File: config.mk
export PLATFORM = sky130hd
export DESIGN_NAME = fpa_mul
export DESIGN_NICKNAME = d
export VERILOG_FILES = /design/src/hdl/assert_macros.svh /design/src/hdl/fpa_mul.sv
export SDC_FILE = /design/constraint.sdc
export NUM_CORES = 2
export LEC_CHECK = 0
export ABC_AREA = 0
export BUFFER_PORTS_ARGS = -buffer_cell sky130_fd_sc_hd__buf_2
export CAP_MARGIN = 20
export CELL_PAD_IN_SITES_DETAIL_PLACEMENT = 0
export CELL_PAD_IN_SITES_GLOBAL_PLACEMENT = 1
export CORE_MARGIN = 2
export CORE_UTILIZATION = 30
export CTS_CLUSTER_DIAMETER = 50
export DETAILED_ROUTE_END_ITERATION = 8
export GPL_ROUTABILITY_DRIVEN = 1
export PLACE_DENSITY_LB_ADDON = 0.1
export SETUP_SLACK_MARGIN = 0.2
export SLEW_MARGIN = 20
export SYNTH_ARGS = -nofsm -noshare
export SYNTH_HDL_FRONTEND = slang
export SYNTH_SLANG_ARGS = --single-unit
export TNS_END_PERCENT = 1
File: constraint.sdc
create_clock -name i_clk -period 17.17 [get_ports i_clk]
set_input_delay 0 -clock i_clk [delete_from_list [all_inputs] [get_ports i_clk]]
set_output_delay 0 -clock i_clk [all_outputs]
set_load 0.01 [all_outputs]
File: src/hdl/assert_macros.svh
// Assertion helpers shared by the RTL.
`ifndef ASSERT_MACROS_SVH
`define ASSERT_MACROS_SVH

// Check a property on every rising edge of i_clk, skipped while in reset.
`define ASSERT_CLK(label, prop, msg) \
    label: assert property (@(posedge i_clk) disable iff (!i_rst_n) (prop)) \
        else $error(msg);

// Check that a condition holds whenever a qualifier is set.
`define ASSERT_WHEN(label, qual, prop, msg) \
    `ASSERT_CLK(label, (qual) |-> (prop), msg)

`endif

File: src/hdl/fpa_mul.sv
`timescale 1ns / 1ps
// ----------------------------------------------------------------------------
// Fixed-point multiplier
// Three-stage magnitude multiplier: two half-width partial products, sum with
// rounding half, then scale down by the fraction bits and saturate by sign.
// ----------------------------------------------------------------------------
module fpa_mul #(
    parameter int WORD_BITS = 32,
    parameter int FRAC_BITS = 8
) (
    input  logic                 i_clk,
    input  logic                 i_en,
    input  logic [WORD_BITS-1:0] i_a,
    input  logic [WORD_BITS-1:0] i_b,
    input  logic                 i_neg,
    output logic [WORD_BITS-1:0] o_res,
    output logic                 o_ovf
);
    localparam int W  = WORD_BITS;
    localparam int F  = FRAC_BITS;
    localparam int HB = (W + 1) / 2;
    localparam int HH = W - HB;
    localparam int PW = 2 * W;
    localparam int QW = PW - F;
    localparam logic [PW-1:0] HALF = PW'(1) << (F - 1);
    localparam logic [QW-1:0] QMAX = (QW'(1) << (W - 1)) - QW'(1);
    localparam logic [QW-1:0] QMIN = QW'(1) << (W - 1);
    localparam logic [W-1:0]  WMAX = {1'b0, {(W-1){1'b1}}};
    localparam logic [W-1:0]  WMIN = {1'b1, {(W-1){1'b0}}};

    logic [W+HB-1:0] r_p0;
    logic [W+HH-1:0] r_p1;
    logic            r_neg1, r_neg2;
    logic [PW-1:0]   r_sum;
    logic [QW-1:0]   n_q;
    logic [W-1:0]    n_res;
    logic            n_ovf;

    // Stage 1: partial products against the low and high halves of b
    always_ff @(posedge i_clk) begin
        if (i_en) begin
            r_p0   <= (W+HB)'(i_a) * (W+HB)'(i_b[HB-1:0]);
            r_p1   <= (W+HH)'(i_a) * (W+HH)'(i_b[W-1:HB]);
            r_neg1 <= i_neg;
        end
    end

    // Stage 2: full product plus the rounding half
    always_ff @(posedge i_clk) begin
        if (i_en) begin
            r_sum  <= PW'(r_p0) + (PW'(r_p1) << HB) + HALF;
            r_neg2 <= r_neg1;
        end
    end

    // Stage 3: scale down and clamp to the word range
    always_comb begin
        n_q   = r_sum[PW-1:F];
        n_ovf = 1'b0;
        if (r_neg2) begin
            if (n_q > QMIN) begin
                n_ovf = 1'b1;
                n_res = WMIN;
            end else begin
                n_res = ~n_q[W-1:0] + W'(1);
            end
        end else begin
            if (n_q > QMAX) begin
                n_ovf = 1'b1;
                n_res = WMAX;
            end else begin
                n_res = n_q[W-1:0];
            end
        end
    end

    always_ff @(posedge i_clk) begin
        if (i_en) begin
            o_res <= n_res;
            o_ovf <= n_ovf;
        end
    end

endmodule

## Yosys cells after proc, flatten, opt, wreduce, memory -nomap -nowiden

Index checks and enable logic that the tools add are counted.

- $add $sub $neg: 3
- Multipliers: 2
- $lt $le $gt $ge: 2
- Muxes and demuxes: 6
- Bitwise gates (word level): 1

Operators with widths:

| kind | number |
|---|---|
| multiplier 32 x 16 -> 48 bit | 2 |
| two-way mux 32 bit | 3 |
| adder 48 x 64 -> 64 bit | 1 |
| adder 64 x 8 -> 64 bit (second input constant) | 1 |
| greater-than comparator 56 x 31 -> 1 bit (second input constant) | 1 |
| greater-than comparator 56 x 32 -> 1 bit (second input constant) | 1 |
| adder 32 x 1 -> 32 bit (second input constant) | 1 |
| inverter 32 bit | 1 |
| two-way mux 1 bit | 3 |

- Register bits after elaboration: 195
- Input bits: 67
- Output and inout port bits: 33
- Logic and storage cells: 21

## Longest topological paths before layout

- Depth after elaboration: 4
- Mapped depth: 24

## Worst setup path after synthesis

No wires, ideal clock.

- Path type: input port to flip-flop
- Start point: input port i_b[31]
- End point: register r_p1[45], data pin
- Setup time: 0.261 ns
- Arrival time: 5.920 ns
- Data required time: 16.909 ns
- Path slack: 10.989 ns
- Cell stages on the path: 21
- Path buffers: 1
- Cell sequence: clkbuf_1 nand2_1 fa_1 fa_1 inv_1 fa_1 fa_1 fa_1 inv_1 fa_1 inv_1 ha_1 o21a_1 o21ai_0 nor2_1 a221oi_1 o21ai_1 a2111oi_0 o31ai_1 a211o_1 o311a_1

- Word-level cells in the longest chain between the ends: 1

Ends and longest elaborated chain:

| item | line | source |
|---|---|---|
| from (decl) | fpa_mul.sv:14 | `input logic [WORD_BITS-1:0] i_b,` |
| multiplier 32 x 16 -> 48 bit | fpa_mul.sv:43 | `r_p1 <= (W+HH)'(i_a) * (W+HH)'(i_b[W-1:HB]);` |
| to (signal assigned) | fpa_mul.sv:43 |  |
| to (decl) | fpa_mul.sv:32 | `logic [W+HH-1:0] r_p1;` |

No other way between the ends.
A chain may end at the register's enable or synchronous reset.

## Worst setup path after layout

- Start point: input port i_a[7]
- End point: register r_p0[40], data pin

- Word-level cells in the longest chain between the ends: 1

Ends and longest elaborated chain:

| item | line | source |
|---|---|---|
| from (decl) | fpa_mul.sv:13 | `input logic [WORD_BITS-1:0] i_a,` |
| multiplier 32 x 16 -> 48 bit | fpa_mul.sv:42 | `r_p0 <= (W+HB)'(i_a) * (W+HB)'(i_b[HB-1:0]);` |
| to (signal assigned) | fpa_mul.sv:42 |  |
| to (decl) | fpa_mul.sv:31 | `logic [W+HB-1:0] r_p0;` |

No other way between the ends.

==> flow_summary.toml <==
[floorplan]
placementRows = 136
chipWidth_um = 375
ios = 100
die_h_um = 375
die_area_um2 = 140000
core_um2 = 137000
start_util_pct = 30.1

[cts]
clkTransAtPathRegs_ns = 0.09
h-tree-depth = 4
cts_setup_buffers = 0
cts_tree = "yes"
clockBufferDepth = 2
numCtsBuffers = 17
cts_sinks = 180
clockRootBuffer = "clkbuf_16"
clock_latency_ns = 0.48

[timing]
fin_crit_ns = 7.12
finalSetupViolCount = 0
timing.hold.ws_ns = 0.193
final_hold_viol_count = 0
rsz0062_at_grt = "no"
fin_tns_setup_ns = 0
clock-skew-final_ns = 0.0264
max-slew-margin-rel_pct = 29.9
max_clock_freq_mhz = 140
timing.final.crit_share_pct = 41.5
drv_slew = 0
max_slew.worst_pin.slew_ns = 1.05
fin_ws_ns = 10.05

[critical_path]
cp_max_fo = 32
startpoint_type = "primary input"
r2r_cells = 11
cp.arrival_ns = 7.38
max_stage_delay_ns = 0.71
crit_type = "in -> reg"
cp_cell_sequence = "buf_2 -> nand2_1 -> fa_1 -> inv_1 -> fa_1 -> inv_1 -> fa_1 -> inv_1 -> fa_1 -> fa_1 -> inv_1 -> fa_1 -> inv_1 -> ha_1 -> a21oi_1 -> o21bai_1 -> a41o_1 -> a221oi_1 -> a211oi_1 -> o41ai_1 -> o21ai_0 -> a211oi_1 -> xnor2_1"
end_kind = "flip-flop"
slowest_stage = "o41ai_1"
crit_top_cell = "fa_1"
crit_required_ns = 17.43

[routing]
totalWireLength_um = 129000
firstDrtPassIters = 5
detail-route-antenna-nets = 0
drt_iter0_drc = 1573
viasPerCell = 4.74
vias = 29511
drc = 0
wire_per_inst_um = 20.7

[yosys]
syn_avg_cell_area_um2 = 9.15
yosysSeqAreaShare_pct = 13.1
yosysTopAreaCell = "fa_1"
syn_inst = 4510
yosys-top-cells-area = "fa_1 41%, edfxtp_1 13%, inv_1 8.4%, ha_1 8.2%, nand2_1 6.8%"
synthFlopType = "edfxtp_1"
ys_warn_count = 0
ys_ff_latch = 180
async_flop_share_pct = 0
synth_edf_count = 180
syn_area_um2 = 41200
synth_fp_nets = 5683
yosys.area.top_type_share_pct = 40.5
ys_types = 78

[global_routing]
grt.total_usage_pct = 19.0
first_global_vias = 33103
grt-ovfl-total = 0
grt_pass1_wl_um = 203000
grt_max_degree = 78
antenna_found_initial = 7

[placement]
place_ws_ns = 9.50
place_hpwl_um = 98500
gp_congestion = 0.782
port_buffers = 99

[job]
drv_cap = 0

[cells_and_area]
syn_to_final_growth_pct = 6.54
fin_nets = 5594
drive_above_1_share_pct = 4.22

[worst_hold_path]
worstHoldPathType = "in -> reg"
hold_depth = 1

[outcome]
outcome = "completed"
[Yosys cell counts (14+ instances only)]
cell and count:
xor2_1 44, nor3b_1 15, a31oi_1 20, clkbuf_1 235, nand3_1 36, ha_1 271, a21o_1 69, nand2_1 747
o21ai_0 90, and3_1 16, inv_1 918, a21oi_1 129, nand4_1 34, xnor2_1 82, o21a_1 14, edfxtp_1 180
or3_1 21, fa_1 835, o21bai_1 16, nor3_1 33, nor2_1 82, nor2b_1 20, and2_1 420
[area by class of cell]
class	instances	area [um^2]
Fill cell	14370	93000
Multi-Input combinational cell	3172	31500
Sequential cell	180	5410
Inverter	919	3450
Tap cell	1794	2240
Timing Repair Buffer	131	747
Clock buffer	17	425
Clock inverter	15	185
Antenna cell	1	2.50
[per-layer routing]
metal	track usage, %	part of all wire, %	up-vias
li1	-	-	13631
met1	26.9	49	15331
met2	31.5	46	444
met3	1.88	3.1	101
met4	3.83	1.9	4
met5	0	0.016	-
[registers in the layout, summed over array words and instances (netlist names)]
name    flops
r_p1       48
r_p0       41
o_ovf       1
r_neg2      1
r_sum      56
o_res      32
r_neg1      1
[critical path: cells and delay by family]
kind	cells	cell delay, ns
AOI/OAI and AO/OA	8	2.56
xor gates and xnor gates	1	0.25
adders and majority gates	7	3.44
buffers and inverters	6	0.93
and+or+nand+nor	1	0.18
[final timing paths]
path	startpoint	to	slack, ns
max	i_a[7]	r_p0[40]	10.05
min reg2reg	r_neg1	r_neg2	0.43
min	i_en	r_neg1	0.19
max reg2reg	r_sum[8]	o_res[9]	13.02
[logic make-up after synthesis]
group	count (synthesis)	share of synthesized area [%]
mux	2	0.0516
xor+xnor	126	2.68
fa+ha+maj	1106	48.7
simple gates	1484	17.6
compound gates	454	7.29
flops	180	13.1
buf+inv	1158	10.6
[layout by cell type (no fill, tap or decap), types with 12 or more instances in the layout]
cell type    n
nand4_1     34
and3_1      16
o21ai_0     90
nor4_1      12
a21oi_1    129
a21o_1      69
o21bai_1    16
nand2_1    747
inv_1      918
fa_1       835
nor2_1      82
o21a_1      14
or3_1       21
buf_4       31
o311ai_1    13
nor2b_1     20
clkbuf_16   17
ha_1       271
edfxtp_1   180
xor2_1      44
nor3b_1     15
and2_1     420
nand2b_1    13
nand3_1     36
buf_2       98
nor3_1      33
a31oi_1     20
xnor2_1     82
[per-stage QoR]
step | area, um^2 | utilization (%) | instances
after floorplan | 41200 | - | 4510
after global placement | 43300 | 31.6 | 6195
after detailed placement | 43300 | 31.6 | 6195
after CTS | 43900 | 32.1 | 6228
after global routing | 43900 | 32.1 | 6228
final | 43900 | 32.1 | 6229
[what timing repair did]
| item | in CTS | in global routing |
|---|---|---|
| gates resized for setup | 0 | 0 |
| hold endpoints to repair | 1 | 0 |
| hold buffers | 1 | 0 |
| setup endpoints to repair | 0 | 0 |
Power is left out: the tool's default activity adds up to more than one toggle a clock period on the data nets, which glitch-free logic cannot reach.
